File: src/sv/fcpa_pkg.sv
// Shared types, constants and codes of the fixed chunk pool allocator.
// Depends on nothing; every other file of the block refers to it by scoped names.
package fcpa_pkg;

  // Sizing of the pool and of the address path.
  localparam int unsigned MaxChunks  = 256;
  localparam int unsigned AddrWidth  = 32;
  localparam int unsigned CountWidth = $clog2(MaxChunks + 1);
  localparam int unsigned IdxWidth   = $clog2(MaxChunks);
  localparam int unsigned SizeWidth  = 16;
  localparam int unsigned DivWidth   = SizeWidth;
  localparam int unsigned DivCntWidth = $clog2(DivWidth);
  localparam int unsigned ProdWidth  = IdxWidth + SizeWidth;

  // Operation codes carried in the mode field.
  localparam logic MODE_ALLOC   = 1'b0;
  localparam logic MODE_RELEASE = 1'b1;

  // Configuration register indexes.
  typedef enum logic [1:0] {
    CFG_POOL_BASE  = 2'd0,
    CFG_POOL_SIZE  = 2'd1,
    CFG_CHUNK_SIZE = 2'd2
  } cfg_idx_e;

  // Which operands feed the shared divider.
  typedef enum logic [1:0] {
    DIV_COUNT = 2'd0,
    DIV_SIZE  = 2'd1,
    DIV_INDEX = 2'd2
  } div_sel_e;

  // Kind of result word to present.
  typedef enum logic [1:0] {
    EMIT_FAIL    = 2'd0,
    EMIT_ALLOC   = 2'd1,
    EMIT_RELEASE = 2'd2
  } emit_e;

  typedef struct packed {
    logic                 mode;
    logic [AddrWidth-1:0] chunk_address;
  } cmd_t;

  typedef struct packed {
    logic [AddrWidth-1:0]  result_address;
    logic                  granted;
    logic [CountWidth-1:0] free_count;
    logic [CountWidth-1:0] min_free_ever;
  } res_t;

  // Commands from the controller to the datapath.
  typedef struct packed {
    logic     cfg_we;
    logic     cmd_ld;
    logic     div_start;
    div_sel_e div_sel;
    logic     ld_total;
    logic     ld_eff;
    logic     ld_span;
    logic     pop;
    logic     mul;
    logic     push;
    logic     emit;
    emit_e    emit_kind;
  } ctrl_cmd_t;

  // Status from the datapath to the controller.
  typedef struct packed {
    logic top_zero;
    logic rel_ok;
    logic div_done;
    logic rem_zero;
  } dp_stat_t;

endpackage

File: src/sv/fixed_chunk_pool_allocator_top.sv
// Top level of the fixed chunk pool allocator: controller plus datapath.
// Depends on fcpa_pkg, fcpa_ctrl, fcpa_dp and fcpa_div.

// The block hands out and takes back equal chunks of a byte pool. Raise
// start_i with a command word on cmd_i while busy_o is low; mode 0 pops the
// most recently freed chunk and returns its address, mode 1 gives back the
// chunk at chunk_address. Exactly one result word comes back per command,
// on res_o for a single cycle with done_o high; there is no way to hold it
// off, so the receiver must take it in that cycle. An allocate goes
// through the free list memory read and the index times chunk size
// multiply before its result word is registered. A release waits on the
// shared divider, which works out the chunk index and checks the
// alignment one quotient bit per cycle over sixteen bits; a release that
// is off a chunk boundary returns after the division without a push, and
// one failing its range check skips the division. The next command may be
// started in the cycle the result word is shown. Configuration goes through
// the cfg_valid_i / cfg_ready_o channel with the register index on
// cfg_index_i (0 pool base, 1 pool size, 2 chunk size; index 3 is taken
// and ignored). Every write to a known register rebuilds the pool: two
// divisions and a span multiply, during which busy_o is high and no command
// or further write is taken. After reset the pool is
// empty, so every allocate fails until the pool is configured.
module fixed_chunk_pool_allocator_top (
  input  logic                            clk_i,
  input  logic                            rst_ni,
  input  logic                            start_i,
  output logic                            busy_o,
  input  fcpa_pkg::cmd_t                  cmd_i,
  output logic                            done_o,
  output fcpa_pkg::res_t                  res_o,
  input  logic                            cfg_valid_i,
  output logic                            cfg_ready_o,
  input  logic [1:0]                      cfg_index_i,
  input  logic [fcpa_pkg::AddrWidth-1:0]  cfg_wdata_i
);

  fcpa_pkg::ctrl_cmd_t ctl;
  fcpa_pkg::dp_stat_t  stat;

  // The controller sequences configuration rebuilds, allocates and releases.
  fcpa_ctrl u_ctrl (
    .clk_i       (clk_i),
    .rst_ni      (rst_ni),
    .start_i     (start_i),
    .mode_i      (cmd_i.mode),
    .cfg_valid_i (cfg_valid_i),
    .cfg_index_i (cfg_index_i),
    .stat_i      (stat),
    .busy_o      (busy_o),
    .cfg_ready_o (cfg_ready_o),
    .ctl_o       (ctl)
  );

  // The datapath holds the registers, the free list and the divider, and
  // drives the registered result word.
  fcpa_dp u_dp (
    .clk_i       (clk_i),
    .rst_ni      (rst_ni),
    .cfg_index_i (cfg_index_i),
    .cfg_wdata_i (cfg_wdata_i),
    .cmd_i       (cmd_i),
    .ctl_i       (ctl),
    .stat_o      (stat),
    .res_o       (res_o),
    .done_o      (done_o)
  );

endmodule

File: src/sv/fcpa_div.sv
// Restoring divider, one quotient bit per cycle, for the chunk pool allocator.
// Depends on fcpa_pkg for its widths.
module fcpa_div (
  input  logic                            clk_i,
  input  logic                            rst_ni,
  input  logic                            start_i,
  input  logic [fcpa_pkg::DivWidth-1:0]   dividend_i,
  input  logic [fcpa_pkg::DivWidth-1:0]   divisor_i,
  output logic                            done_o,
  output logic [fcpa_pkg::DivWidth-1:0]   quotient_o,
  output logic [fcpa_pkg::DivWidth-1:0]   remainder_o
);

  logic                               busy_q, busy_d;
  logic                               done_q, done_d;
  logic [fcpa_pkg::DivCntWidth-1:0]   cnt_q, cnt_d;
  logic [fcpa_pkg::DivWidth-1:0]      quo_q, quo_d;
  logic [fcpa_pkg::DivWidth-1:0]      rem_q, rem_d;
  logic [fcpa_pkg::DivWidth-1:0]      den_q, den_d;
  logic [fcpa_pkg::DivWidth:0]        trial;
  logic [fcpa_pkg::DivWidth:0]        diff;

  assign trial = {rem_q, quo_q[fcpa_pkg::DivWidth-1]};
  assign diff  = trial - {1'b0, den_q};

  always_comb begin
    busy_d = busy_q;
    done_d = 1'b0;
    cnt_d  = cnt_q;
    quo_d  = quo_q;
    rem_d  = rem_q;
    den_d  = den_q;
    if (start_i) begin
      busy_d = 1'b1;
      cnt_d  = '0;
      quo_d  = dividend_i;
      rem_d  = '0;
      den_d  = divisor_i;
    end else if (busy_q) begin
      // A set top bit of the difference means the trial did not fit.
      if (!diff[fcpa_pkg::DivWidth]) begin
        rem_d = diff[fcpa_pkg::DivWidth-1:0];
        quo_d = {quo_q[fcpa_pkg::DivWidth-2:0], 1'b1};
      end else begin
        rem_d = trial[fcpa_pkg::DivWidth-1:0];
        quo_d = {quo_q[fcpa_pkg::DivWidth-2:0], 1'b0};
      end
      cnt_d = cnt_q + 1'b1;
      if (cnt_q == fcpa_pkg::DivCntWidth'(fcpa_pkg::DivWidth - 1)) begin
        busy_d = 1'b0;
        done_d = 1'b1;
      end
    end
  end

  always_ff @(posedge clk_i or negedge rst_ni) begin
    if (!rst_ni) begin
      busy_q <= 1'b0;
      done_q <= 1'b0;
      cnt_q  <= '0;
    end else begin
      busy_q <= busy_d;
      done_q <= done_d;
      cnt_q  <= cnt_d;
    end
  end

  always_ff @(posedge clk_i) begin
    quo_q <= quo_d;
    rem_q <= rem_d;
    den_q <= den_d;
  end

  assign done_o      = done_q;
  assign quotient_o  = quo_q;
  assign remainder_o = rem_q;

  // A new division must never be started over one still in progress.
  a_no_restart : assert property (@(posedge clk_i) disable iff (!rst_ni)
    start_i |-> !busy_q)
    else $error("divider restarted while busy");

  // Completion is reported only at the end of a running division.
  a_done_after_busy : assert property (@(posedge clk_i) disable iff (!rst_ni)
    done_q |-> $past(busy_q))
    else $error("divider done without a running division");

endmodule

File: src/sv/fcpa_dp.sv
// Datapath of the chunk pool allocator: configuration, counters, free list
// memory, address arithmetic and result register. Depends on fcpa_pkg and fcpa_div.
module fcpa_dp (
  input  logic                              clk_i,
  input  logic                              rst_ni,
  input  logic [1:0]                        cfg_index_i,
  input  logic [fcpa_pkg::AddrWidth-1:0]    cfg_wdata_i,
  input  fcpa_pkg::cmd_t                    cmd_i,
  input  fcpa_pkg::ctrl_cmd_t               ctl_i,
  output fcpa_pkg::dp_stat_t                stat_o,
  output fcpa_pkg::res_t                    res_o,
  output logic                              done_o
);

  localparam int unsigned CW = fcpa_pkg::CountWidth;
  localparam int unsigned IW = fcpa_pkg::IdxWidth;
  localparam int unsigned SW = fcpa_pkg::SizeWidth;
  localparam int unsigned AW = fcpa_pkg::AddrWidth;
  localparam int unsigned PW = fcpa_pkg::ProdWidth;

  // Configuration and pool geometry.
  logic [AW-1:0]  base_q;
  logic [SW-1:0]  size_q, chunk_q;
  logic [CW-1:0]  total_q, total_d;
  logic [SW-1:0]  eff_q, eff_d;
  logic [SW-1:0]  span_q;
  logic [CW+SW-1:0] span_full;

  // Free list state.
  logic [CW-1:0]  top_q, low_q;
  logic [CW-1:0]  pos;
  logic [IW-1:0]  mem [fcpa_pkg::MaxChunks];
  logic [IW-1:0]  rd_q, pos_q, idx;
  logic           hit_q;
  logic [PW-1:0]  prod_q;

  // Latched command word and result register.
  fcpa_pkg::cmd_t cmd_q;
  fcpa_pkg::res_t res_q;
  logic           done_q;

  // Divider operands and results.
  logic [SW-1:0]  div_a, div_b, quo, rem;
  logic           div_done;
  logic [AW-1:0]  offset;

  fcpa_div u_div (
    .clk_i       (clk_i),
    .rst_ni      (rst_ni),
    .start_i     (ctl_i.div_start),
    .dividend_i  (div_a),
    .divisor_i   (div_b),
    .done_o      (div_done),
    .quotient_o  (quo),
    .remainder_o (rem)
  );

  assign offset = cmd_q.chunk_address - base_q;

  always_comb begin
    unique case (ctl_i.div_sel)
      fcpa_pkg::DIV_COUNT: begin
        div_a = size_q;
        div_b = chunk_q;
      end
      fcpa_pkg::DIV_SIZE: begin
        div_a = size_q;
        div_b = SW'(total_q);
      end
      fcpa_pkg::DIV_INDEX: begin
        div_a = offset[SW-1:0];
        div_b = eff_q;
      end
      default: begin
        div_a = size_q;
        div_b = chunk_q;
      end
    endcase
  end

  // Chunk count saturates at the pool limit; a zero chunk size gives no pool.
  always_comb begin
    if (chunk_q == '0) begin
      total_d = '0;
    end else if (quo > SW'(fcpa_pkg::MaxChunks)) begin
      total_d = CW'(fcpa_pkg::MaxChunks);
    end else begin
      total_d = quo[CW-1:0];
    end
    eff_d = (total_q == '0) ? '0 : quo;
  end

  assign span_full = total_q * eff_q;
  assign pos       = top_q - 1'b1;
  assign idx       = hit_q ? rd_q : pos_q;

  assign stat_o.div_done = div_done;
  assign stat_o.top_zero = (top_q == '0);
  assign stat_o.rem_zero = (rem == '0);
  assign stat_o.rel_ok   = (eff_q != '0) && (cmd_q.chunk_address >= base_q) &&
                           (offset < AW'(span_q)) && (top_q < total_q);

  always_ff @(posedge clk_i or negedge rst_ni) begin
    if (!rst_ni) begin
      base_q  <= '0;
      size_q  <= '0;
      chunk_q <= SW'(1);
      total_q <= '0;
      eff_q   <= '0;
      span_q  <= '0;
      top_q   <= '0;
      low_q   <= '0;
      done_q  <= 1'b0;
    end else begin
      done_q <= ctl_i.emit;
      if (ctl_i.cfg_we) begin
        unique case (cfg_index_i)
          fcpa_pkg::CFG_POOL_BASE:  base_q  <= cfg_wdata_i;
          fcpa_pkg::CFG_POOL_SIZE:  size_q  <= cfg_wdata_i[SW-1:0];
          fcpa_pkg::CFG_CHUNK_SIZE: chunk_q <= cfg_wdata_i[SW-1:0];
          default: ;
        endcase
      end
      if (ctl_i.ld_total) begin
        total_q <= total_d;
        top_q   <= total_d;
        low_q   <= total_d;
      end
      if (ctl_i.ld_eff) begin
        eff_q <= eff_d;
      end
      if (ctl_i.ld_span) begin
        span_q <= span_full[SW-1:0];
      end
      if (ctl_i.pop) begin
        top_q <= pos;
        if (low_q > pos) begin
          low_q <= pos;
        end
      end
      if (ctl_i.push) begin
        top_q <= top_q + 1'b1;
      end
    end
  end

  // Entries below the low-water mark have not been written since the pool
  // was rebuilt, so a pop there takes the entry's own position as chunk index.
  always_ff @(posedge clk_i) begin
    if (ctl_i.push) begin
      mem[top_q[IW-1:0]] <= quo[IW-1:0];
    end
    if (ctl_i.pop) begin
      rd_q  <= mem[pos[IW-1:0]];
      pos_q <= pos[IW-1:0];
      hit_q <= (pos >= low_q);
    end
    if (ctl_i.mul) begin
      prod_q <= idx * eff_q;
    end
    if (ctl_i.cmd_ld) begin
      cmd_q <= cmd_i;
    end
    if (ctl_i.emit) begin
      res_q.free_count    <= top_q;
      res_q.min_free_ever <= low_q;
      case (ctl_i.emit_kind)
        fcpa_pkg::EMIT_ALLOC: begin
          res_q.result_address <= base_q + AW'(prod_q);
          res_q.granted        <= 1'b1;
        end
        fcpa_pkg::EMIT_RELEASE: begin
          res_q.result_address <= '0;
          res_q.granted        <= 1'b1;
        end
        default: begin
          res_q.result_address <= '0;
          res_q.granted        <= 1'b0;
        end
      endcase
    end
  end

  assign res_o  = res_q;
  assign done_o = done_q;

  a_top_bounded : assert property (@(posedge clk_i) disable iff (!rst_ni)
    top_q <= total_q)
    else $error("free count exceeds chunk total");

  a_low_bounded : assert property (@(posedge clk_i) disable iff (!rst_ni)
    low_q <= top_q)
    else $error("low-water mark above free count");

  a_total_bounded : assert property (@(posedge clk_i) disable iff (!rst_ni)
    total_q <= CW'(fcpa_pkg::MaxChunks))
    else $error("chunk total above pool limit");

  a_single_word : assert property (@(posedge clk_i) disable iff (!rst_ni)
    done_q |=> !done_q)
    else $error("two result words in a row");

endmodule

File: src/sv/fcpa_ctrl.sv
// Controller state machine of the chunk pool allocator.
// Depends on fcpa_pkg for its command and status types.
module fcpa_ctrl (
  input  logic                  clk_i,
  input  logic                  rst_ni,
  input  logic                  start_i,
  input  logic                  mode_i,
  input  logic                  cfg_valid_i,
  input  logic [1:0]            cfg_index_i,
  input  fcpa_pkg::dp_stat_t    stat_i,
  output logic                  busy_o,
  output logic                  cfg_ready_o,
  output fcpa_pkg::ctrl_cmd_t   ctl_o
);

  typedef enum logic [12:0] {
    S_IDLE       = 13'b0000000000001,
    S_CFG_DIV_N  = 13'b0000000000010,
    S_CFG_WAIT_N = 13'b0000000000100,
    S_CFG_DIV_E  = 13'b0000000001000,
    S_CFG_WAIT_E = 13'b0000000010000,
    S_CFG_SPAN   = 13'b0000000100000,
    S_ALLOC_POP  = 13'b0000001000000,
    S_ALLOC_MUL  = 13'b0000010000000,
    S_ALLOC_OUT  = 13'b0000100000000,
    S_REL_CHK    = 13'b0001000000000,
    S_REL_WAIT   = 13'b0010000000000,
    S_REL_PUSH   = 13'b0100000000000,
    S_REL_OUT    = 13'b1000000000000
  } state_e;

  state_e state_q, state_d;
  logic   idle, cfg_acc, cfg_known;

  assign idle        = (state_q == S_IDLE);
  assign cfg_ready_o = idle && !start_i;
  assign busy_o      = !idle;
  assign cfg_acc     = cfg_valid_i && cfg_ready_o;
  assign cfg_known   = (cfg_index_i == fcpa_pkg::CFG_POOL_BASE) ||
                       (cfg_index_i == fcpa_pkg::CFG_POOL_SIZE) ||
                       (cfg_index_i == fcpa_pkg::CFG_CHUNK_SIZE);

  always_comb begin
    state_d = state_q;
    ctl_o   = '0;
    unique case (state_q)
      S_IDLE: begin
        if (start_i) begin
          ctl_o.cmd_ld = 1'b1;
          state_d = (mode_i == fcpa_pkg::MODE_RELEASE) ? S_REL_CHK : S_ALLOC_POP;
        end else if (cfg_acc && cfg_known) begin
          ctl_o.cfg_we = 1'b1;
          state_d = S_CFG_DIV_N;
        end
      end
      S_CFG_DIV_N: begin
        ctl_o.div_start = 1'b1;
        ctl_o.div_sel   = fcpa_pkg::DIV_COUNT;
        state_d = S_CFG_WAIT_N;
      end
      S_CFG_WAIT_N: begin
        if (stat_i.div_done) begin
          ctl_o.ld_total = 1'b1;
          state_d = S_CFG_DIV_E;
        end
      end
      S_CFG_DIV_E: begin
        ctl_o.div_start = 1'b1;
        ctl_o.div_sel   = fcpa_pkg::DIV_SIZE;
        state_d = S_CFG_WAIT_E;
      end
      S_CFG_WAIT_E: begin
        ctl_o.div_sel = fcpa_pkg::DIV_SIZE;
        if (stat_i.div_done) begin
          ctl_o.ld_eff = 1'b1;
          state_d = S_CFG_SPAN;
        end
      end
      S_CFG_SPAN: begin
        ctl_o.ld_span = 1'b1;
        state_d = S_IDLE;
      end
      S_ALLOC_POP: begin
        if (stat_i.top_zero) begin
          ctl_o.emit      = 1'b1;
          ctl_o.emit_kind = fcpa_pkg::EMIT_FAIL;
          state_d = S_IDLE;
        end else begin
          ctl_o.pop = 1'b1;
          state_d = S_ALLOC_MUL;
        end
      end
      S_ALLOC_MUL: begin
        ctl_o.mul = 1'b1;
        state_d = S_ALLOC_OUT;
      end
      S_ALLOC_OUT: begin
        ctl_o.emit      = 1'b1;
        ctl_o.emit_kind = fcpa_pkg::EMIT_ALLOC;
        state_d = S_IDLE;
      end
      S_REL_CHK: begin
        ctl_o.div_sel = fcpa_pkg::DIV_INDEX;
        if (stat_i.rel_ok) begin
          ctl_o.div_start = 1'b1;
          state_d = S_REL_WAIT;
        end else begin
          ctl_o.emit      = 1'b1;
          ctl_o.emit_kind = fcpa_pkg::EMIT_FAIL;
          state_d = S_IDLE;
        end
      end
      S_REL_WAIT: begin
        ctl_o.div_sel = fcpa_pkg::DIV_INDEX;
        if (stat_i.div_done) begin
          state_d = S_REL_PUSH;
        end
      end
      S_REL_PUSH: begin
        if (stat_i.rem_zero) begin
          ctl_o.push = 1'b1;
          state_d = S_REL_OUT;
        end else begin
          ctl_o.emit      = 1'b1;
          ctl_o.emit_kind = fcpa_pkg::EMIT_FAIL;
          state_d = S_IDLE;
        end
      end
      S_REL_OUT: begin
        ctl_o.emit      = 1'b1;
        ctl_o.emit_kind = fcpa_pkg::EMIT_RELEASE;
        state_d = S_IDLE;
      end
      default: begin
        state_d = S_IDLE;
      end
    endcase
  end

  always_ff @(posedge clk_i or negedge rst_ni) begin
    if (!rst_ni) begin
      state_q <= S_IDLE;
    end else begin
      state_q <= state_d;
    end
  end

  // Configuration is only taken while no operation is running.
  a_cfg_when_idle : assert property (@(posedge clk_i) disable iff (!rst_ni)
    ctl_o.cfg_we |-> idle && !start_i)
    else $error("configuration written during an operation");

  // Every accepted write to a known register is followed by a pool rebuild.
  a_cfg_rebuild : assert property (@(posedge clk_i) disable iff (!rst_ni)
    ctl_o.cfg_we |=> state_q == S_CFG_DIV_N)
    else $error("configuration write without rebuild");

  // A push happens only after a division that left no remainder.
  a_push_aligned : assert property (@(posedge clk_i) disable iff (!rst_ni)
    ctl_o.push |-> stat_i.rem_zero && $past(state_q) == S_REL_WAIT)
    else $error("push without an aligned release");

endmodule

File: config.mk
export PLATFORM = sky130hd
export DESIGN_NAME = fixed_chunk_pool_allocator_top
export DESIGN_NICKNAME = d
export VERILOG_FILES = /design/src/sv/fcpa_pkg.sv /design/src/sv/fixed_chunk_pool_allocator_top.sv /design/src/sv/fcpa_div.sv /design/src/sv/fcpa_dp.sv /design/src/sv/fcpa_ctrl.sv
export SDC_FILE = /design/constraint.sdc
export NUM_CORES = 2
export LEC_CHECK = 0
export ABC_CLOCK_PERIOD_IN_PS = 7060
export BUFFER_PORTS_ARGS = -buffer_cell sky130_fd_sc_hd__clkbuf_2
export CAP_MARGIN = 10
export CORE_UTILIZATION = 46
export DETAILED_ROUTE_END_ITERATION = 10
export GPL_TIMING_DRIVEN = 0
export PLACE_DENSITY = 0.63
export SLEW_MARGIN = 25
export SYNTH_ARGS = -nofsm -noshare
export SYNTH_HDL_FRONTEND = slang
export SYNTH_HIERARCHICAL = 1
export SYNTH_SLANG_ARGS = --single-unit
File: constraint.sdc
create_clock -name clk_i -period 7.06 [get_ports clk_i]
set_clock_uncertainty 0.15 [all_clocks]
set_input_delay 0.353 -clock clk_i [delete_from_list [all_inputs] [get_ports clk_i]]
set_output_delay 0.353 -clock clk_i [all_outputs]
set_load 0.1 [all_outputs]
# Word level (Yosys, flattened, before mapping)
# Memories as Yosys holds them, arrays and structs flattened. A register that Yosys moved wholly into a read port is not among the register bits.
# Index checks and enable logic that the tools add are counted.
# totals
reg_bits	307
ram_bits	2048
input_bits	71
output_inout_bits	54
word_cells	145
mem_count	1
# mem_list
memory	words	word_bits	read_ports	rd_ports_with_merged_regs	write_ports	line	rtl
u_dp.mem	256	8	1	1	1	fcpa_dp.sv:32	logic [IW-1:0] mem [fcpa_pkg::MaxChunks];
# classes
add_sub_neg	6
n_mul	2
order_cmp	6
eq_ne	24
mux	57
reduce_logical	25
# op_table
op	n
13-bit case mux with 10 select lines	1
16-bit 2-to-1 mux	5
13-bit 2-to-1 mux	6
9-bit 2-to-1 mux	8
33-bit case mux with 2 select lines	1
32-bit by 24-bit adder with 32-bit output	1
32-bit greater-or-equal comparator	1
16-bit zero test	2
32-bit by 16-bit < comparator with 1-bit output	1
16-bit case mux with 2 select lines	1
32-bit subtractor	1
8-bit by 16-bit multiplier with 24-bit output	1
1-bit 2-to-1 mux	22
9-bit zero test	2
17-bit by 16-bit subtractor with 17-bit output	1
16-bit by 9-bit greater-than comparator with 1-bit output (second input constant)	1
9-bit by 16-bit multiplier with 16-bit output	1
8-bit 2-to-1 mux	2
16-bit nonzero test	1
3-bit case mux with 5 select lines	1
13-bit by 1-bit == test with 1-bit output (second input constant)	1
13-bit by 10-bit == test with 1-bit output (second input constant)	1
13-bit by 11-bit == test with 1-bit output (second input constant)	1
13-bit by 12-bit == test with 1-bit output (second input constant)	1
36 further kinds	56

# Depth between registers and ports, before layout
# depth
ltp_word	8
depth_mapped	29
ltp_nobuf	27

# Hierarchy
# Netlist, hierarchy kept.
# by_module_without_submodules
module	instances	cells_each	area_per_inst_um2	seq_area_each_um2
fcpa_dp	1	5549	99445.4	68326.8
fcpa_div	1	267	3001.6	1431.4
fcpa_ctrl	1	110	935.9	326.6

# Worst setup path after synthesis
# No wires, ideal clock.
# synth_path
kind	register to register
start	reg u_dp.base_q[1]
end	reg u_dp.res_q, in the netlist u_dp/res_o[0] (enable)
setup_ns	0.895
t_arrival_ns	6.502
required_ns	6.015
slack_ns	-0.487
stages_incl_launch_ff	26
path_buffers	0
period_less_slack_ns	7.547
cell_sequence	dfrtp_1 inv_1 ha_1 nor2b_1 o2111ai_1 a31oi_1 and4_1 a211o_1 o21a_1 a41oi_1 xnor2_1 ha_1 a211oi_1 o221ai_1 a211o_1 a2111oi_2 nand4_1 or4_1 a2111oi_2 nand4_1 a211oi_2 o2111a_1 nor2_1 a21oi_1 o32a_2 o21ai_0
# synth_lines
element	line	rtl
start, declared	fcpa_dp.sv:22	logic [AW-1:0] base_q;
start signal, assigned	fcpa_dp.sv:118	fcpa_pkg::CFG_POOL_BASE: base_q <= cfg_wdata_i;
end, declared	fcpa_dp.sv:39	fcpa_pkg::res_t res_q;

# Final worst setup path
# layout_path
start	reg u_dp.top_q[0]
end	reg u_dp.rd_q[6] (read register of u_dp.mem), data pin
# layout_between
word_cells_on_any_way	4
cone_classes	add/sub: 1; mux: 2; reduce/logical: 1
# layout_lines
element	line	rtl
start, declared	fcpa_dp.sv:30	logic [CW-1:0] top_q, low_q;
start signal, assigned	fcpa_dp.sv:126	top_q <= total_d;
start signal, assigned	fcpa_dp.sv:136	top_q <= pos;
start signal, assigned	fcpa_dp.sv:142	top_q <= top_q + 1'b1;
9-bit by 1-bit subtractor with 9-bit output	fcpa_dp.sv:94	assign pos = top_q - 1'b1;
named net u_dp.pos[0]	fcpa_dp.sv:31	logic [CW-1:0] pos;
end, declared	fcpa_dp.sv:33	logic [IW-1:0] rd_q, pos_q, idx;
# The timed path passes the listed nets, and every way through them passes these cells.
# A chain may end at the register's enable or synchronous reset.

==> impl_metrics.prom <==
# TYPE chip_impl_metric gauge
chip_impl_metric{name="post_synth_xor_area_fraction",unit=""} 0.00959
chip_impl_info{name="synth_top_flop_cell",value="sky130_fd_sc_hd__edfxtp_1"} 1
chip_impl_metric{name="powerDensity",unit="mW/mm^2"} 341
chip_impl_metric{name="total_leakage_power",unit="uW"} 0.0398
chip_impl_metric{name="number_of_stages_on_the_worst_hold_path",unit=""} 2
chip_impl_metric{name="post-layout-total-power",unit="uW"} 40600
chip_impl_metric{name="numCtsBuffers",unit=""} 235
chip_impl_metric{name="synth.area.mux_share",unit=""} 0.151
chip_impl_metric{name="floorplan.io_pins",unit=""} 125
chip_impl_metric{name="grt_pass1_vias",unit=""} 57400
chip_impl_metric{name="avgSynthCellArea",unit="sq um"} 17.4
chip_impl_metric{name="flow.area_growth_from_synthesis",unit="%"} 15.2
chip_impl_metric{name="grt_max_degree",unit=""} 77
chip_impl_metric{name="cts.sinks",unit=""} 2363
chip_impl_info{name="min_to",value="u_dp/cmd_q[10]$_DFFE_PP_"} 1
chip_impl_info{name="critical_path_class",value="reg -> reg"} 1
chip_impl_metric{name="final.min_clock_period",unit="ps"} 7040
chip_impl_metric{name="synth_compound_gate_area_share",unit=""} 0.0338
chip_impl_metric{name="synth_top_area_frac",unit=""} 0.640
chip_impl_metric{name="remaining_routing_drc_violations",unit=""} 0
chip_impl_metric{name="post_route_cells_drive_above_1_share",unit=""} 0.230
chip_impl_metric{name="finalHoldViolations",unit=""} 0
chip_impl_metric{name="maxCapViolations",unit=""} 0
chip_impl_info{name="root_buffer",value="sky130_fd_sc_hd__clkbuf_16"} 1
chip_impl_metric{name="ys_seq_area_frac",unit=""} 0.678
chip_impl_metric{name="finish.instance_area",unit="sq mm"} 0.119
chip_impl_metric{name="grt_util_all_layers",unit=""} 0.249
chip_impl_metric{name="firstDrtPassIters",unit=""} 7
chip_impl_metric{name="critPathMaxFanout",unit=""} 19
chip_impl_metric{name="required_arrival_time_at_the_worst_endpoint",unit="ps"} 7410
chip_impl_metric{name="dieHeight",unit="um"} 476
chip_impl_metric{name="via_count",unit=""} 57500
chip_impl_metric{name="detail_route.vias_per_cell",unit=""} 5.92
chip_impl_info{name="critical_path.endpoint_type",value="flip-flop"} 1
chip_impl_info{name="synth_top_cell_by_area",value="sky130_fd_sc_hd__edfxtp_1"} 1
chip_impl_metric{name="slew_viol_final",unit=""} 0
chip_impl_metric{name="worstSkewPairLatency",unit="ps"} 880
chip_impl_metric{name="synth_area",unit="sq mm"} 0.103
chip_impl_metric{name="worst-r2r-setup-slack",unit="ps"} 20
chip_impl_info{name="synth_top_cells_by_area",value="sky130_fd_sc_hd__edfxtp_1, sky130_fd_sc_hd__mux4_2, sky130_fd_sc_hd__dfrtp_1"} 1
chip_impl_info{name="setup.worst_path.start_class",value="flip-flop"} 1
chip_impl_info{name="synthMostInstantiatedCell",value="sky130_fd_sc_hd__edfxtp_1"} 1
chip_impl_metric{name="critical_path_arrival",unit="ps"} 7390
chip_impl_metric{name="fin_nets",unit=""} 6953
chip_impl_metric{name="grt_pass1_wl",unit="um"} 404000
chip_impl_metric{name="ant_nets",unit=""} 0
chip_impl_info{name="worst_r2r_startpoint",value="u_dp/top_q[0]$_DFFE_PN0P_"} 1
chip_impl_info{name="top_post_synthesis_cells_by_count",value="sky130_fd_sc_hd__edfxtp_1, sky130_fd_sc_hd__mux4_2, sky130_fd_sc_hd__nor2_1"} 1
chip_impl_info{name="cts_tree",value="done"} 1
chip_impl_metric{name="place_area",unit="sq mm"} 0.110
chip_impl_metric{name="period_share",unit=""} 0.997
chip_impl_info{name="startpoint",value="u_dp/top_q[0]$_DFFE_PN0P_"} 1
chip_impl_metric{name="place_hpwl",unit="um"} 201000
chip_impl_info{name="crit-reg2reg-capture",value="u_dp/rd_q[6]$_DFFE_PP_"} 1
chip_impl_metric{name="setup_viol_count_final",unit=""} 0
chip_impl_metric{name="synth_nets",unit=""} 6333
chip_impl_metric{name="vdd.ir_drop.worst",unit="uV"} 284
chip_impl_metric{name="depth_of_the_most_critical_reg_to_reg_path",unit=""} 15
chip_impl_metric{name="grt_overflow_total",unit=""} 0
chip_impl_metric{name="number_of_enable_type_register_cells_in_the_synthesized_netlist",unit=""} 2204
chip_impl_metric{name="die_w",unit="um"} 476
chip_impl_metric{name="fmax",unit="MHz"} 142
chip_impl_info{name="worst_min_delay_path_class",value="in -> reg"} 1
chip_impl_metric{name="clockBufferDepth",unit=""} 3
chip_impl_metric{name="finalWeightedCongestion",unit=""} 0.996
chip_impl_metric{name="floorplan.die_area",unit="sq mm"} 0.227
chip_impl_metric{name="antenna_violations_before_repair",unit=""} 13
chip_impl_info{name="status",value="finished clean"} 1
chip_impl_info{name="synth_top_family_by_area",value="multiplexers"} 1
chip_impl_metric{name="synth.distinct_cells",unit=""} 94
chip_impl_metric{name="synth.ff_latch_count",unit=""} 2363
chip_impl_metric{name="postSynth.asyncResetShare",unit=""} 0.0605
chip_impl_metric{name="h-tree-depth",unit=""} 4
chip_impl_metric{name="synthAdderAreaFrac",unit=""} 0.0518
chip_impl_metric{name="clk_pin_slew_worst_paths",unit="ps"} 60
chip_impl_info{name="hold_path_startpoint",value="cmd_i[10]"} 1
chip_impl_metric{name="wl_per_cell",unit="um"} 28.8
chip_impl_metric{name="post_synth_and_or_nand_nor_area_fraction",unit=""} 0.0502
chip_impl_metric{name="core_region_area",unit="sq mm"} 0.223
chip_impl_metric{name="initial_core_util",unit=""} 0.464
chip_impl_metric{name="final_util",unit=""} 0.535
chip_impl_metric{name="synth_cells",unit=""} 5926
chip_impl_metric{name="port_buffers",unit=""} 124
chip_impl_metric{name="route.final.wire_length",unit="um"} 280000
chip_impl_metric{name="maxSlewHeadroom",unit=""} 0.169
chip_impl_metric{name="std_cell_rows",unit=""} 173
chip_impl_metric{name="drt_first_iter_violations",unit=""} 6520
chip_impl_metric{name="worst-slew-pin-transition",unit="ps"} 1240
chip_impl_metric{name="ys.warnings.count",unit=""} 6
-- stage by stage --
step / TNS (ps) / hold WS, ps / std cells / setup slack [ps]
global route: -190 / 38.6 / 9721 / -39.8
finish: 0 / 59.7 / 9722 / 22.7
CTS: -411 / 0.0318 / 9711 / -48.0
floorplan: 0 / -92.6 / 5926 / 114
detailed placement: -132060 / 255 / 9163 / -2210
global placement: -2966800 / 320 / 9025 / -2230
-- state kept, by name (all words and copies together), names as in the netlist, 24 cells and up --
register	flops
u_dp/mem	2048
u_dp/prod_q	24
u_dp/base_q	32
u_dp/cmd_q	32
u_dp/res_o	51
-- cell type report --
type / count / area [sq um]
inverters: 322 / 1210
well taps: 2975 / 3720
multi-input cells: 2920 / 31000
diodes: 3 / 7.51
plain buffers: 319 / 1490
fillers: 17500 / 104000
clock inverters: 150 / 1390
repair buffers: 385 / 4060
flip-flops and latches: 2363 / 70100
clock buffers: 285 / 6130
-- critical path: stages, from the launching register on --
cell and delay [ps]:
sky130_fd_sc_hd__dfrtp_2 560, sky130_fd_sc_hd__clkbuf_1 170, sky130_fd_sc_hd__buf_4 340, sky130_fd_sc_hd__buf_6 380, sky130_fd_sc_hd__inv_1 270, sky130_fd_sc_hd__ha_1 350, sky130_fd_sc_hd__buf_2 320, sky130_fd_sc_hd__clkbuf_2 470
sky130_fd_sc_hd__clkbuf_2 560, sky130_fd_sc_hd__clkbuf_1 580, sky130_fd_sc_hd__mux4_2 450, sky130_fd_sc_hd__mux4_2 530, sky130_fd_sc_hd__a211oi_1 1020, sky130_fd_sc_hd__a31oi_1 130, sky130_fd_sc_hd__a21oi_1 200, sky130_fd_sc_hd__a21oi_1 170
-- power by group --
group	internal (uW)	switching (uW)
sequential	17600	390
combinational	3720	6720
clock	6840	5330
-- how the worst max path moves through the flow --
stage | cells after the start | to
finish | 15 | u_dp/rd_q[6]$_DFFE_PP_
global route | 28 | u_dp/u_div/quotient_o[14]$_DFFE_PP_
CTS | 27 | u_dp/u_div/quotient_o[11]$_DFFE_PP_
detailed placement | 23 | u_dp/low_q[2]$_DFF_PN0_
global placement | 23 | u_dp/low_q[2]$_DFF_PN0_
floorplan | 27 | u_dp/u_div/quotient_o[7]$_DFFE_PP_
-- metal layers --
layer	vias to the layer above	wire [um]	GRT usage
met5	-	28	0
met4	4	11000	0.0911
met3	475	25100	0.0516
met2	2567	131000	0.387
met1	30200	113000	0.349
li1	24300	-	-
-- cell families after synthesis --
kind of cell | count (synthesis)
AOI/OAI and AO/OA | 537
xor gates and xnor gates | 111
adders and majority gates | 336
buffers and inverters | 643
DFF | 2363
muxes | 753
and+or+nand+nor | 1183
-- what timing repair did --
action | in CTS | in global routing
pin swaps | 21 | 20
hold buffers | 96 | 0
setup buffers | 17 | 8
setup endpoints to repair | 144 | 94
gates resized for setup | 43 | 22
endpoints found under the hold margin | 253 | 0
gates cloned | 1 | 0
-- cell usage in the layout (no fill, tap or decap), types with 95 or more instances in the layout --
cell / n
sky130_fd_sc_hd__inv_1: 314
sky130_fd_sc_hd__buf_2: 99
sky130_fd_sc_hd__ha_1: 178
sky130_fd_sc_hd__a21oi_1: 109
sky130_fd_sc_hd__dlygate4sd3_1: 95
sky130_fd_sc_hd__clkbuf_1: 216
sky130_fd_sc_hd__buf_8: 99
sky130_fd_sc_hd__clkbuf_16: 239
sky130_fd_sc_hd__clkbuf_2: 147
sky130_fd_sc_hd__nor2_1: 515
sky130_fd_sc_hd__o21ai_0: 156
sky130_fd_sc_hd__nand2_1: 359
sky130_fd_sc_hd__edfxtp_1: 2204
sky130_fd_sc_hd__fa_1: 153
sky130_fd_sc_hd__dfrtp_1: 140
sky130_fd_sc_hd__mux4_2: 640
(Power assumes the default switching activity.)
